[config.mk]
export PLATFORM = sky130hd
export DESIGN_NAME = cc20_queue
export DESIGN_NICKNAME = d
export VERILOG_FILES = /design/src/rtl/cc20_pkg.sv /design/src/rtl/cc20_queue.sv
export SDC_FILE = /design/constraint.sdc
export NUM_CORES = 1
export LEC_CHECK = 0
export ABC_AREA = 1
export BUFFER_PORTS_ARGS = -buffer_cell sky130_fd_sc_hd__buf_2
export CAP_MARGIN = 15
export CORE_ASPECT_RATIO = 0.5
export CORE_MARGIN = 1
export CORE_UTILIZATION = 57
export CTS_CLUSTER_SIZE = 25
export DETAILED_ROUTE_END_ITERATION = 8
export PLACE_DENSITY = 0.76
export SETUP_SLACK_MARGIN = 0.15
export SYNTH_ARGS = -nofsm -noshare
export SYNTH_HDL_FRONTEND = slang
export SYNTH_SLANG_ARGS = --single-unit
[constraint.sdc]
create_clock -name aclk -period 3.9 [get_ports aclk]
set_input_delay 0.195 -clock aclk [delete_from_list [all_inputs] [get_ports aclk]]
set_output_delay 0.195 -clock aclk [all_outputs]
set_load 0.02 [all_outputs]
[src/rtl/cc20_pkg.sv]
// Shared types, constants and round functions of the ChaCha20 stream XOR block.
// No dependencies; every other file of the block imports this package.
package cc20_pkg;

    // Cipher constants ("expand 32-byte k") and round count.
    localparam logic [31:0] SIGMA_0 = 32'h61707865;
    localparam logic [31:0] SIGMA_1 = 32'h3320646e;
    localparam logic [31:0] SIGMA_2 = 32'h79622d32;
    localparam logic [31:0] SIGMA_3 = 32'h6b206574;
    localparam int DOUBLE_ROUNDS = 10;
    localparam int STEP_W = $clog2(DOUBLE_ROUNDS + 1);

    // Default depth of the queue between the front and the back.
    localparam int QUEUE_DEPTH_DEFAULT = 4;

    localparam int DATA_W = 64;
    localparam int COUNT_W = 4;
    localparam int POS_W = 3;
    localparam int TDATA_W = 72;
    localparam logic [COUNT_W-1:0] MAX_COUNT = 4'd8;

    typedef logic [15:0][31:0] cc20_block_t;
    typedef logic [3:0][31:0] cc20_quad_t;

    // Key and nonce words in state order.
    typedef struct packed {
        logic [7:0][31:0] key;
        logic [2:0][31:0] nonce;
    } cc20_cfg_t;

    // One classified item as it waits in the queue.
    typedef struct packed {
        logic [DATA_W-1:0]  data;
        logic [COUNT_W-1:0] count;
        logic               last;
        logic [POS_W-1:0]   pos;
        logic               new_block;
        logic [31:0]        ctr;
    } cc20_entry_t;

    typedef struct packed {
        logic             active;
        logic [POS_W-1:0] pos;
    } cc20_front_stat_t;

    typedef struct packed {
        logic core_busy;
        logic spare_valid;
    } cc20_back_stat_t;

    function automatic logic [31:0] rotl(input logic [31:0] v, input int s);
        rotl = (v << s) | (v >> (32 - s));
    endfunction

    // One quarter round on words a, b, c, d (index 0..3 of the quad).
    function automatic cc20_quad_t mix_quad(input cc20_quad_t q);
        logic [31:0] a, b, c, d;
        a = q[0]; b = q[1]; c = q[2]; d = q[3];
        a = a + b; d = rotl(d ^ a, 16);
        c = c + d; b = rotl(b ^ c, 12);
        a = a + b; d = rotl(d ^ a, 8);
        c = c + d; b = rotl(b ^ c, 7);
        mix_quad = {d, c, b, a};
    endfunction

    // Column round followed by diagonal round.
    function automatic cc20_block_t double_round(input cc20_block_t w);
        cc20_block_t t;
        cc20_quad_t q;
        t = w;
        for (int i = 0; i < 4; i++) begin
            q = mix_quad({t[12+i], t[8+i], t[4+i], t[i]});
            t[i] = q[0]; t[4+i] = q[1]; t[8+i] = q[2]; t[12+i] = q[3];
        end
        for (int i = 0; i < 4; i++) begin
            q = mix_quad({t[12+((i+3)&3)], t[8+((i+2)&3)], t[4+((i+1)&3)], t[i]});
            t[i] = q[0];
            t[4+((i+1)&3)] = q[1];
            t[8+((i+2)&3)] = q[2];
            t[12+((i+3)&3)] = q[3];
        end
        double_round = t;
    endfunction

    // Initial state of one block.
    function automatic cc20_block_t init_block(input cc20_cfg_t cfg, input logic [31:0] ctr);
        cc20_block_t w;
        w[0] = SIGMA_0; w[1] = SIGMA_1; w[2] = SIGMA_2; w[3] = SIGMA_3;
        for (int i = 0; i < 8; i++) begin
            w[4+i] = cfg.key[i];
        end
        w[12] = ctr;
        w[13] = cfg.nonce[0];
        w[14] = cfg.nonce[1];
        w[15] = cfg.nonce[2];
        init_block = w;
    endfunction

endpackage

[src/rtl/cc20_queue.sv]
// Short queue of classified items between the front and the back.
// Depends on cc20_pkg for the entry type.
module cc20_queue #(
    parameter int DEPTH = cc20_pkg::QUEUE_DEPTH_DEFAULT
) (
    input  logic                   aclk,
    input  logic                   aresetn,
    input  logic                   push,
    input  cc20_pkg::cc20_entry_t  push_entry,
    output logic                   ready,
    input  logic                   pop,
    output cc20_pkg::cc20_entry_t  head,
    output logic                   head_valid
);
    import cc20_pkg::*;

    localparam int PTR_W = (DEPTH > 1) ? $clog2(DEPTH) : 1;
    localparam int CNT_W = $clog2(DEPTH + 1);
    localparam logic [PTR_W-1:0] LAST_PTR = PTR_W'(DEPTH - 1);
    localparam logic [CNT_W-1:0] FULL_CNT = CNT_W'(DEPTH);

    cc20_entry_t      entries [DEPTH];
    logic [PTR_W-1:0] wr_ptr_reg, wr_ptr_next;
    logic [PTR_W-1:0] rd_ptr_reg, rd_ptr_next;
    logic [CNT_W-1:0] cnt_reg, cnt_next;

    assign ready      = (cnt_reg != FULL_CNT);
    assign head_valid = (cnt_reg != '0);
    assign head       = entries[rd_ptr_reg];

    // Pointer and fill count update; push and pop may happen together.
    always_comb begin
        wr_ptr_next = wr_ptr_reg;
        rd_ptr_next = rd_ptr_reg;
        cnt_next    = cnt_reg;
        if (push) begin
            wr_ptr_next = (wr_ptr_reg == LAST_PTR) ? '0 : wr_ptr_reg + PTR_W'(1);
        end
        if (pop) begin
            rd_ptr_next = (rd_ptr_reg == LAST_PTR) ? '0 : rd_ptr_reg + PTR_W'(1);
        end
        if (push && !pop) begin
            cnt_next = cnt_reg + CNT_W'(1);
        end else if (pop && !push) begin
            cnt_next = cnt_reg - CNT_W'(1);
        end
    end

    always_ff @(posedge aclk) begin
        if (!aresetn) begin
            wr_ptr_reg <= '0;
            rd_ptr_reg <= '0;
            cnt_reg    <= '0;
        end else begin
            wr_ptr_reg <= wr_ptr_next;
            rd_ptr_reg <= rd_ptr_next;
            cnt_reg    <= cnt_next;
        end
    end

    // Entry storage carries payload only.
    always_ff @(posedge aclk) begin
        if (push) begin
            entries[wr_ptr_reg] <= push_entry;
        end
    end

endmodule

==> metrics.md <==
| Metric | Value |
|---|---|
| Initial DRC Count | 771 |
| Top-area cell type share of the netlist area | 0.784 |
| Clk_skew | 0.0124 ns |
| Max Cap Viol | 0 |
| EDFF count, synth | 420 |
| Cells after synthesis | 1,075 |
| Post-CTS Setup Repair Bufs | 0 |
| Largest net degree at the start of global routing | 112 |
| Status | complete, no violations |
| TritonCTS clock tree | done |
| Hold Crit Class | in2reg |
| H-tree levels | 2 |
| Final hold violations | 0 |
| Drt total wl | 35,800 um |
| Die footprint | 28,900 um2 |
| Util after Layout | 0.710 |
| Post-route DRC | 0 |
| Adder-Cell Fraction of Synth Area | 0.00591 |
| Ys flop type | edfxtp_1 |
| Hold EP | wr_ptr_reg[1] |
| Synthesized area per cell | 15.0 um2 |
| Yosys cell types | 23 |
| Post-place instance area | 17,300 um2 |
| Post-synthesis mux area share | 0 |
| Core box area | 27,700 um2 |
| Critical-path maximum fanout | 110 |
| Min-delay src | push |
| Fmax | 0.322 GHz |
| FFs w/ async S/R, synth | 0 |
| IO Count | 216 |
| Synth Area in Compound Gates | 0.109 |
| Initial antenna violation count | 2 |
| Total CTS buffers | 37 |
| Synthesized Nets | 1,191 |
| Synth area leaders | edfxtp_1 78%, nor2_1 5.0%, o22ai_1 4.1%, o21ai_0 3.4%, o21ai_1 3.2% |
| Rows | 43 |
| R2R depth | 5 |
| Depth of the worst hold-timing path | 3 |
| Worst path bufs/invs | 2 |
| Layout cells sized above 1 | 0.209 |
| Tmin final | 3.10 ns |
| Mapped Area | 16,100 um2 |
| Post-synth top area cell | edfxtp_1 |
| Synth-to-layout area growth | 22.2% |
| Clock Pin Slew Worst Setup and Hold Paths | 0.07 ns |
| Routed vias | 10,226 |
| Pre-Repair DR Iteration Count | 6 |
| Gr usage total | 0.248 |
| # clock sinks | 429 |
| Drt via density | 5.69 |
| Crit-path leading delay family | buffers and inverters |
| Worst rel slew slack | 0.274 |
| Worst setup margin | 0.797 ns |
| Crit-path max cell delay | 0.87 ns |
| Clk_lat worst skew | 0.53 ns |
| Root cell of the clock tree | clkbuf_16 |
| Reg2Reg Setup Slack | 1.76 ns |
| Leak | 6.95 nW |
| Yosys reg bits | 429 |
| Max Buffers Root-to-Sink | 3 |
| Startpoint Class | flop |
| Number of global-route vias before repair | 10,428 |
| Gp weighted congestion | 0.775 |
| Yosys warning count | 0 |
| Worst setup EP type | output pin |
| Crit path arrival time | 2.91 ns |
| Die Height | 121 um |
| Chip width | 240 um |
| Max VDD drop | 0.399 mV |
| Final setup fails | 0 |
| Routed WL per cell | 19.9 um |
| PortBufs | 215 |
| Worst R2R End | entries[0][75] |
| RSZ-0062 raised after global routing | no |
| Synth cell count leaders | 420 x edfxtp_1, 215 x nor2_1, 110 x o21ai_0 |
| WHS | 0.0361 ns |
| Worst-path cell chain | buf_4, o21ai_0, o22ai_1, buf_2 |
| Fin. max-slew vios | 0 |
| First-pass GRT wire length | 54,500 um |
| Max stage delay cell, worst path | buf_4 |
| Register area share after synthesis | 0.795 |
| Number of flip-flops in the largest register | 420 |
| Number of nets in the finished design | 1,501 |
| Setup_tns | 0 ns |
| DP Cell Count | 1,621 |
| Crit path kind | reg2out |
| Xor-xnor portion of the synthesized cell area | 0 |
| Final Cycle Share | 0.796 |
| Simple logic cell fraction of the synthesized area | 0.0540 |
| Power Density | 527 nW/um2 |
| Levels on crit path | 4 |
| Total gr overflow | 0 |
| Most common cell in the netlist | edfxtp_1 |
| Overall Power | 10.4 mW |
| Place WS | 1.38 ns |
| Fillers | 1,780 |
| Largest family of logic cells by synthesized area | compound AO/OA/AOI/OAI gates |
| Cell Count, Final, Fillers Out | 1,797 |
| Slew @ Worst Pin | 1.09 ns |
| Design Area, Final | 19,700 um2 |
| CP Data Required Time | 3.70 ns |
| HPWL Detailed | 19,300 um |
| Reg-to-reg startpoint | wr_ptr_reg[0] |
| Initial core utilization | 0.580 |
| Antenna Nets Post-Route | 0 |
[layout make-up]
type | count | area, um2 | area share
well taps | 382 | 478 | 0.0243
clock buffers | 42 | 987 | 0.0502
inverters | 18 | 82.6 | 0.00420
clock inverters | 25 | 282 | 0.0143
diodes | 2 | 5.00 | 0.000255
flip-flops and latches | 429 | 12800 | 0.651
repair buffers | 339 | 2310 | 0.118
multi-input cells | 560 | 2720 | 0.138
[worst max path at each step]
| stage | startpoint | endpoint | slack, ns |
|---|---|---|---|
| 2_1_floorplan | wr_ptr_reg[0] | entries[3][0] | 0.82 |
| 3_3_place_gp | flop | head[57] | 1.43 |
| 3_5_place_dp | flop | head[15] | 1.38 |
| 4_1_cts | flop | head[15] | 0.82 |
| 5_1_grt | flop | head[57] | 0.61 |
| 6_report | flop | head[60] | 0.80 |
[kinds of logic (layout without fill, tap and decap cells)]
family	Yosys count	in the layout
flops	429	429
fa+ha+maj	7	7
simple gates	229	229
other cells	0	2
buf+inv	86	424
compound gates	324	324
[cells in the final DEF (no fill, tap or decap), drive strengths merged, types with 9 or more instances in the layout]
cell type,count
dfxtp,9
o21ai,214
clkinv,16
o22ai,105
nor2,215
inv,20
buf,232
clkbuf,42
dlygate4sd3,107
edfxtp,420
[what timing repair did]
item,in CTS,in global routing
resized for setup,0,0
endpoints found under the hold margin,429,0
hold buffers,107,0
[tightest hold or removal path: cells and delay by family]
| family | cells | cell delay (ns) |
|---|---|---|
| AOI/OAI and AO/OA | 1 | 0.07 |
| buffers and inverters | 2 | 0.24 |
[layer usage]
layer | global-route usage | routed length [um]
met4 | 0.0845 | 798
met5 | 0 | 0
met2 | 0.437 | 18600
met3 | 0.0436 | 1960
met1 | 0.313 | 14400
[report_power, final]
group | internal (mW) | switching (mW)
sequential | 5.27 | 0.0668
clock | 2.23 | 1.62
combinational | 0.386 | 0.789
No activity file was read; power rests on OpenSTA's default activity.
