--- src/rtl/cc20_pkg.sv ---
// Shared types, constants and round functions of the ChaCha20 stream XOR block.
// No dependencies; every other file of the block imports this package.
package cc20_pkg;

    // Cipher constants ("expand 32-byte k") and round count.
    localparam logic [31:0] SIGMA_0 = 32'h61707865;
    localparam logic [31:0] SIGMA_1 = 32'h3320646e;
    localparam logic [31:0] SIGMA_2 = 32'h79622d32;
    localparam logic [31:0] SIGMA_3 = 32'h6b206574;
    localparam int DOUBLE_ROUNDS = 10;
    localparam int STEP_W = $clog2(DOUBLE_ROUNDS + 1);

    // Default depth of the queue between the front and the back.
    localparam int QUEUE_DEPTH_DEFAULT = 4;

    localparam int DATA_W = 64;
    localparam int COUNT_W = 4;
    localparam int POS_W = 3;
    localparam int TDATA_W = 72;
    localparam logic [COUNT_W-1:0] MAX_COUNT = 4'd8;

    typedef logic [15:0][31:0] cc20_block_t;
    typedef logic [3:0][31:0] cc20_quad_t;

    // Key and nonce words in state order.
    typedef struct packed {
        logic [7:0][31:0] key;
        logic [2:0][31:0] nonce;
    } cc20_cfg_t;

    // One classified item as it waits in the queue.
    typedef struct packed {
        logic [DATA_W-1:0]  data;
        logic [COUNT_W-1:0] count;
        logic               last;
        logic [POS_W-1:0]   pos;
        logic               new_block;
        logic [31:0]        ctr;
    } cc20_entry_t;

    typedef struct packed {
        logic             active;
        logic [POS_W-1:0] pos;
    } cc20_front_stat_t;

    typedef struct packed {
        logic core_busy;
        logic spare_valid;
    } cc20_back_stat_t;

    function automatic logic [31:0] rotl(input logic [31:0] v, input int s);
        rotl = (v << s) | (v >> (32 - s));
    endfunction

    // One quarter round on words a, b, c, d (index 0..3 of the quad).
    function automatic cc20_quad_t mix_quad(input cc20_quad_t q);
        logic [31:0] a, b, c, d;
        a = q[0]; b = q[1]; c = q[2]; d = q[3];
        a = a + b; d = rotl(d ^ a, 16);
        c = c + d; b = rotl(b ^ c, 12);
        a = a + b; d = rotl(d ^ a, 8);
        c = c + d; b = rotl(b ^ c, 7);
        mix_quad = {d, c, b, a};
    endfunction

    // Column round followed by diagonal round.
    function automatic cc20_block_t double_round(input cc20_block_t w);
        cc20_block_t t;
        cc20_quad_t q;
        t = w;
        for (int i = 0; i < 4; i++) begin
            q = mix_quad({t[12+i], t[8+i], t[4+i], t[i]});
            t[i] = q[0]; t[4+i] = q[1]; t[8+i] = q[2]; t[12+i] = q[3];
        end
        for (int i = 0; i < 4; i++) begin
            q = mix_quad({t[12+((i+3)&3)], t[8+((i+2)&3)], t[4+((i+1)&3)], t[i]});
            t[i] = q[0];
            t[4+((i+1)&3)] = q[1];
            t[8+((i+2)&3)] = q[2];
            t[12+((i+3)&3)] = q[3];
        end
        double_round = t;
    endfunction

    // Initial state of one block.
    function automatic cc20_block_t init_block(input cc20_cfg_t cfg, input logic [31:0] ctr);
        cc20_block_t w;
        w[0] = SIGMA_0; w[1] = SIGMA_1; w[2] = SIGMA_2; w[3] = SIGMA_3;
        for (int i = 0; i < 8; i++) begin
            w[4+i] = cfg.key[i];
        end
        w[12] = ctr;
        w[13] = cfg.nonce[0];
        w[14] = cfg.nonce[1];
        w[15] = cfg.nonce[2];
        init_block = w;
    endfunction

endpackage

--- src/rtl/cc20_front.sv ---
// Front part: accepts input transfers, tracks message position and block counter,
// and classifies each item before it enters the queue. Depends on cc20_pkg.
module cc20_front (
    input  logic                          aclk,
    input  logic                          aresetn,
    input  logic                          s_tvalid,
    output logic                          s_tready,
    input  logic [cc20_pkg::TDATA_W-1:0]  s_tdata,   // data_in [63:0], byte_count [67:64]
    input  logic                          s_tlast,   // last_of_message
    input  logic [31:0]                   msg_start_ctr,
    input  logic                          q_ready,
    output logic                          q_push,
    output cc20_pkg::cc20_entry_t         q_entry,
    output cc20_pkg::cc20_front_stat_t    stat
);
    import cc20_pkg::*;

    logic             active_reg, active_next;
    logic [POS_W-1:0] pos_reg, pos_next;
    logic [31:0]      ctr_reg, ctr_next;

    logic [POS_W-1:0]   pos_cur;
    logic [31:0]        ctr_cur;
    logic [COUNT_W-1:0] raw_count;

    assign s_tready = q_ready;
    assign q_push   = s_tvalid && q_ready;

    // A new message starts at the configured counter and at slot zero.
    always_comb begin
        pos_cur   = active_reg ? pos_reg : '0;
        ctr_cur   = active_reg ? ctr_reg : msg_start_ctr;
        raw_count = s_tdata[DATA_W +: COUNT_W];

        q_entry.data      = s_tdata[DATA_W-1:0];
        q_entry.count     = (raw_count > MAX_COUNT) ? MAX_COUNT : raw_count;
        q_entry.last      = s_tlast;
        q_entry.pos       = pos_cur;
        q_entry.new_block = (pos_cur == '0);
        q_entry.ctr       = ctr_cur;
    end

    // Position advances per transfer, counter per new block; tlast closes the message.
    always_comb begin
        active_next = active_reg;
        pos_next    = pos_reg;
        ctr_next    = ctr_reg;
        if (q_push) begin
            if (s_tlast) begin
                active_next = 1'b0;
                pos_next    = '0;
                ctr_next    = msg_start_ctr;
            end else begin
                active_next = 1'b1;
                pos_next    = pos_cur + POS_W'(1);
                ctr_next    = q_entry.new_block ? ctr_cur + 32'd1 : ctr_cur;
            end
        end
    end

    always_ff @(posedge aclk) begin
        if (!aresetn) begin
            active_reg <= 1'b0;
            pos_reg    <= '0;
            ctr_reg    <= '0;
        end else begin
            active_reg <= active_next;
            pos_reg    <= pos_next;
            ctr_reg    <= ctr_next;
        end
    end

    assign stat.active = active_reg;
    assign stat.pos    = pos_reg;

endmodule

--- config.mk ---
export PLATFORM = sky130hd
export DESIGN_NAME = cc20_front
export DESIGN_NICKNAME = d
export VERILOG_FILES = /design/src/rtl/cc20_pkg.sv /design/src/rtl/cc20_front.sv
export SDC_FILE = /design/constraint.sdc
export NUM_CORES = 1
export LEC_CHECK = 0
export ABC_AREA = 1
export BUFFER_PORTS_ARGS = -buffer_cell sky130_fd_sc_hd__buf_2
export CAP_MARGIN = 20
export CORE_MARGIN = 2
export CORE_UTILIZATION = 45
export CTS_CLUSTER_DIAMETER = 30
export DETAILED_ROUTE_END_ITERATION = 8
export GPL_ROUTABILITY_DRIVEN = 0
export MAX_ROUTING_LAYER = met4
export PLACE_DENSITY = 0.85
export SYNTH_ARGS = -nofsm -noshare
export SYNTH_HDL_FRONTEND = slang
export SYNTH_SLANG_ARGS = --single-unit
--- constraint.sdc ---
create_clock -name aclk -period 2.4 [get_ports aclk]
set_input_delay 0.12 -clock aclk [delete_from_list [all_inputs] [get_ports aclk]]
set_output_delay 0.12 -clock aclk [all_outputs]
set_load 0.05 [all_outputs]
==> flow_summary.json, run 1 <==
{
  "grt_pass1_wl_mm": 16.0,
  "min_period_over_period": 0.926,
  "finalHoldViolations": 0,
  "max_cap_viol_count": 0,
  "dpl.hpwl_mm": 7.41,
  "finalSetupTns_ps": 0,
  "core_area_mm2": 0.00813,
  "path_class": "reg -> reg",
  "rsz0062_at_grt": "no",
  "min_path_type": "in -> reg",
  "antenna_found_initial": 0,
  "viasPerCell": 5.23,
  "peakVddDrop_mv": 0.248,
  "rrSetupSlack_ps": 180,
  "crit_path_max_fanout": 16,
  "initial_utilization": 0.459,
  "clk_latency_ps": 300,
  "fin_worst_skew_ps": 10.4,
  "grt_max_degree": 35,
  "worst_pin_slew_ps": 963,
  "fin_nets": 752,
  "fin_ws_ps": 176,
  "slew_violations": 0,
  "crit_path_end_kind": "flop",
  "gr-total-overflow": 0,
  "syn2layout_area_growth_pct": 2.95,
  "post_synth.cell_area_avg_um2": 5.97,
  "die-area_mm2": 0.00904,
  "ff_latch_area_um2": 722,
  "pwr_density_cell_mw_per_mm2": 460,
  "wirelength_mm": 10.1,
  "io_pins": 220,
  "layout-drive-gt1-share": 0.243,
  "slowest_delay_ps": 490,
  "netlist_instances": 625,
  "cp_top_family": "simple AND/OR/NAND/NOR gates",
  "dpl_worst_slack_ps": 199,
  "rows": 33,
  "p_leak_uw": 0.00183,
  "final_common_cell": "nand2_1",
  "cts_tree": "done",
  "crit_path_frequent_cell": "nand2_1",
  "startpoint_type": "flop",
  "clockBufferDepth": 2,
  "cts_hold_buffers": 0,
  "most-common-layout-cells": "nand2_1, buf_2, inv_1, a21oi_1, nand3_1",
  "grtUsageTotal": 0.228,
  "mappedNetlistArea_mm2": 0.00373,
  "ant_nets": 0,
  "cts_buffers": 5,
  "period_needed_ps": 2220,
  "worstPathArrival_ps": 2380,
  "yosysWarnings": 0,
  "clkTransAtPathRegs_ps": 80,
  "die_w_um": 95.1,
  "nFillCells": 849,
  "status": "finished, final reports clean",
  "ys_seq_area_frac": 0.193,
  "dr.pass1.iters": 5,
  "wl_per_cell_um": 13.5,
  "num_vias": 3899,
  "worstPathCellList": "buf_4 > nand2_1 > o21ai_2 > nand2_1 > nor2_2 > nand2_2 > nor2_4 > nand2_1 > nand2_1 > nand2_1 > o21ai_1 > a21oi_1",
  "maxSlewHeadroom": 0.358,
  "cp_slowest_cell": "dfxtp_2",
  "dieHeight_um": 95.1,
  "setup_viol": 0,
  "multi_input_area_mm2": 0.00210,
  "dpl_cell_area_mm2": 0.00374,
  "post_cts_buffers": 0,
  "drt_iter0_drc": 303,
  "final_area_mm2": 0.00384,
  "clockRootBuffer": "clkbuf_8",
  "portBuffers": 87,
  "antenna_cells": 0,
  "synth.ff_latch_count": 36,
  "largest_reg_flops": 32,
  "synth_fp_nets": 737,
  "cp_data_required_time_ps": 2560,
  "grt_pass1_vias": 3442,
  "drc_errors": 0,
  "ctsHtreeMaxLevel": 2,
  "cts_sinks": 36,
  "fmax_ghz": 0.450,
  "synth_cell_type_count": 38,
  "cp_num_buf_inv": 1
}
## kinds of logic (layout without fill, tap and decap cells)
family          Yosys count  in the layout  synth area share
flops                    36             36             0.193
xor+xnor                  2              2           0.00469
fa+ha+maj                 3              3            0.0101
simple gates            316            317             0.375
compound gates          106            106             0.167
buf+inv                 162            177             0.250
## where the power goes
group	switching, uW	leakage [uW]	internal (uW)
registers	18.3	0.000295	630
logic	473	0.00149	174
clock network	237	0.0000455	235
## synth_stat cells
| cell type | count | area share |
|---|---|---|
| o21ai_2 | 10 | 0.023 |
| inv_2 | 1 | 0.0010 |
| and2_1 | 1 | 0.0017 |
| a21oi_1 | 51 | 0.068 |
| nor3_1 | 3 | 0.0040 |
| o21ai_1 | 13 | 0.017 |
| nor2_2 | 9 | 0.015 |
| a21oi_2 | 4 | 0.0094 |
| o21ai_0 | 13 | 0.017 |
| clkbuf_1 | 13 | 0.013 |
| xnor2_1 | 1 | 0.0023 |
| o211ai_1 | 5 | 0.010 |
| nand4_1 | 9 | 0.015 |
| nand2_2 | 11 | 0.018 |
| nand2_4 | 1 | 0.0030 |
| nand3_2 | 3 | 0.0080 |
| dfxtp_1 | 36 | 0.19 |
| nor2_1 | 36 | 0.036 |
| nand3_1 | 40 | 0.054 |
| nand2_1 | 194 | 0.20 |
| ha_1 | 3 | 0.010 |
| inv_1 | 67 | 0.067 |
| o21a_1 | 1 | 0.0020 |
| a31oi_1 | 3 | 0.0050 |
| nand3b_1 | 1 | 0.0020 |
| a41o_1 | 1 | 0.0027 |
| buf_4 | 68 | 0.14 |
| o221ai_1 | 1 | 0.0023 |
| clkinv_1 | 2 | 0.0020 |
| xor2_1 | 1 | 0.0023 |
| buf_1 | 2 | 0.0020 |
| nor2_4 | 7 | 0.021 |
| or2_2 | 1 | 0.0017 |
| buf_2 | 1 | 0.0013 |
| a21boi_0 | 1 | 0.0020 |
| buf_6 | 7 | 0.021 |
| a221oi_1 | 3 | 0.0070 |
| buf_12 | 1 | 0.0054 |
## worst paths after layout
kind / startpoint / end / depth (start not counted)
setup / recovery: active_reg / ctr_reg[20] / 12
hold / removal: msg_start_ctr[6] / ctr_reg[6] / 3
setup reg to reg: active_reg / ctr_reg[20] / 12
hold reg to reg: ctr_reg[31] / ctr_reg[31] / 2
## per-stage QoR
stage	hold WS [ps]	util	instances	power, uW
final	134	0.473	746	1770
after global routing	156	0.473	746	1870
after CTS	136	0.471	745	1760
after detailed placement	240	0.459	737	1300
after global placement	240	0.459	737	1300
after floorplan	307	-	625	1440
## layout make-up
| class | count | share of cell area |
|---|---|---|
| Multi-Input combinational cell | 428 | 0.546 |
| Inverter | 70 | 0.0690 |
| Clock buffer | 8 | 0.0234 |
| Timing Repair Buffer | 99 | 0.140 |
| Sequential cell | 36 | 0.188 |
| Tap cell | 105 | 0.0342 |
## worst min-delay path: stages
cell     delay, ps
buf_2           90
a31oi_1         70
a21oi_1        120
## what timing repair did
item,CTS,global route
setup endpoints to repair,0,10
hold endpoints to repair,0,0
resized for setup,0,3
## layer usage
metal | vias up | track usage | share of wire
met4 | 0 | 0.0906 | 0.030
li1 | 1960 | - | -
met5 | - | - | 0
met2 | 174 | 0.369 | 0.46
met1 | 1727 | 0.279 | 0.43
met3 | 38 | 0.0427 | 0.082
Power figures use the tool's default switching activity.
==> inputs of run 2 (changes only) <==
--- a/config.mk
+++ b/config.mk
@@ -12,9 +12,10 @@
 export CORE_UTILIZATION = 45
 export CTS_CLUSTER_DIAMETER = 30
 export DETAILED_ROUTE_END_ITERATION = 8
-export GPL_ROUTABILITY_DRIVEN = 0
+export GPL_ROUTABILITY_DRIVEN = 1
 export MAX_ROUTING_LAYER = met4
 export PLACE_DENSITY = 0.85
+export REMOVE_ABC_BUFFERS = 1
 export SYNTH_ARGS = -nofsm -noshare
 export SYNTH_HDL_FRONTEND = slang
 export SYNTH_SLANG_ARGS = --single-unit
==> flow_summary.json, run 2 (synthesized netlist as in run 1, its figures left out) <==
{
  "nFillCells": 907,
  "fin_worst_skew_ps": 8.54,
  "max_cap_viol_count": 0,
  "peakVddDrop_mv": 0.244,
  "internal-power_uw": 1000,
  "fin_nets": 753,
  "hp-start": "msg_start_ctr[1]",
  "clkTransAtPathRegs_ps": 90,
  "startpoint_type": "flop",
  "drt_iter0_drc": 263,
  "core_area_mm2": 0.00813,
  "cp_data_required_time_ps": 2580,
  "die-area_mm2": 0.00904,
  "holdWs_ps": 127,
  "route.met2.wl_mm": 6.50,
  "p_leak_uw": 0.00184,
  "totalPowerFinal_uw": 1750,
  "layout-drive-gt1-share": 0.246,
  "status": "finished, final reports clean",
  "drc_errors": 0,
  "p_seq_frac": 0.371,
  "clockBufferDepth": 2,
  "ant_nets": 0,
  "switching_power_uw": 745,
  "cts_tree": "done",
  "io_pins": 220,
  "path_class": "reg -> reg",
  "final_common_cell": "nand2_1",
  "wl_per_cell_um": 20.6,
  "antenna_cells": 0,
  "min_period_over_period": 0.894,
  "dr.pass1.iters": 7,
  "comb_power_share": 0.366,
  "largest_reg_flops": 32,
  "ctsHtreeMaxLevel": 2,
  "crit_path_end_kind": "flop",
  "drt-met1-wl_mm": 4.70,
  "fmax_ghz": 0.466,
  "crit_path_max_fanout": 11,
  "routabilityCongestion": 0.988,
  "crit_path_start": "active_reg",
  "viasPerCell": 5.29,
  "cts_buffers": 5,
  "most-common-layout-cells": "nand2_1, buf_2, inv_1, a21oi_1, nand3_1",
  "clk_latency_ps": 310,
  "r2r-start": "active_reg",
  "dpl.hpwl_mm": 13.0,
  "gr-total-overflow": 0,
  "setup_viol": 0,
  "worst_pin_slew_ps": 615,
  "rsz0062_at_grt": "no",
  "grt_pass1_vias": 3457,
  "syn2layout_area_growth_pct": 2.92,
  "min_path_type": "in -> reg",
  "rows": 33,
  "period_needed_ps": 2150,
  "portBuffers": 87,
  "rrSetupSlack_ps": 250,
  "finalHoldViolations": 0,
  "maxSlewHeadroom": 0.588,
  "clkPwrFrac": 0.264,
  "swShare": 0.426,
  "clockRootBuffer": "clkbuf_8",
  "pwr_density_cell_mw_per_mm2": 455,
  "cts_sinks": 36,
  "cts_hold_buffers": 0,
  "dieHeight_um": 95.1,
  "dr_wl_met3_mm": 3.46,
  "grtUsageTotal": 0.356,
  "top_layer": "met4",
  "slew_violations": 0,
  "num_vias": 3949,
  "grt_pass1_wl_mm": 22.4,
  "antenna_found_initial": 0,
  "wirelength_mm": 15.4,
  "grt_max_degree": 36,
  "initial_utilization": 0.459,
  "die_w_um": 95.1,
  "worstPathArrival_ps": 2330
}
[run 2: per-stage QoR]
step	std cells	area [um2]	TNS (ps)	setup slack (ps)	utilization
floorplan	533	3060	-54290	-1670	-
global placement	737	3720	0	247	0.458
detailed placement	737	3720	0	192	0.458
CTS	745	3810	0	169	0.469
global route	747	3840	0	34.6	0.472
finish	747	3840	0	255	0.472
[run 2: area by class of cell]
| class | count | area, um2 | share of cell area |
|---|---|---|---|
| clock inverter | 3 | 18.8 | 0.00488 |
| tap | 105 | 131 | 0.0342 |
| sequential | 36 | 722 | 0.188 |
| multi-input combinational | 427 | 2080 | 0.542 |
| timing repair buffer | 101 | 557 | 0.145 |
| clock buffer | 5 | 68.8 | 0.0179 |
| inverter | 70 | 263 | 0.0684 |
[run 2: timing repair]
| item | in CTS | in global routing |
|---|---|---|
| setup buffers | 0 | 2 |
| gates resized for setup | 0 | 1 |
| setup endpoints to repair | 0 | 9 |
[run 2: power by group through the flow]
| stage | Sequential (uW) | Clock (uW) | Combinational (uW) |
|---|---|---|---|
| after floorplan | 672 | 0 | 439 |
| after global placement | 661 | 0 | 630 |
| after detailed placement | 662 | 0 | 634 |
| after CTS | 648 | 464 | 636 |
| after global routing | 653 | 486 | 700 |
| final | 649 | 461 | 640 |
[run 2: final timing paths]
kind	cells past startpoint	to
min reg2reg	2	ctr_reg[31]
max reg2reg	12	ctr_reg[21]
max	12	ctr_reg[21]
min	3	ctr_reg[1]
[run 2: critical path, cell delays in order, from the launching register on]
cell and delay (ps):
dfxtp_2 480, inv_2 160, buf_4 200, nand2_1 60
nand2_1 80, nor2_1 290, nand3_1 180, nor2_4 170
nand2_1 90, nand2_1 70, nand2_1 40, o21ai_1 120
a21oi_1 70
[run 2: metal layers]
layer | vias up | GRT usage
met1 | 1676 | 0.322
met2 | 283 | 0.521
met5 | - | -
li1 | 1958 | -
met3 | 32 | 0.320
met4 | 0 | 0.153
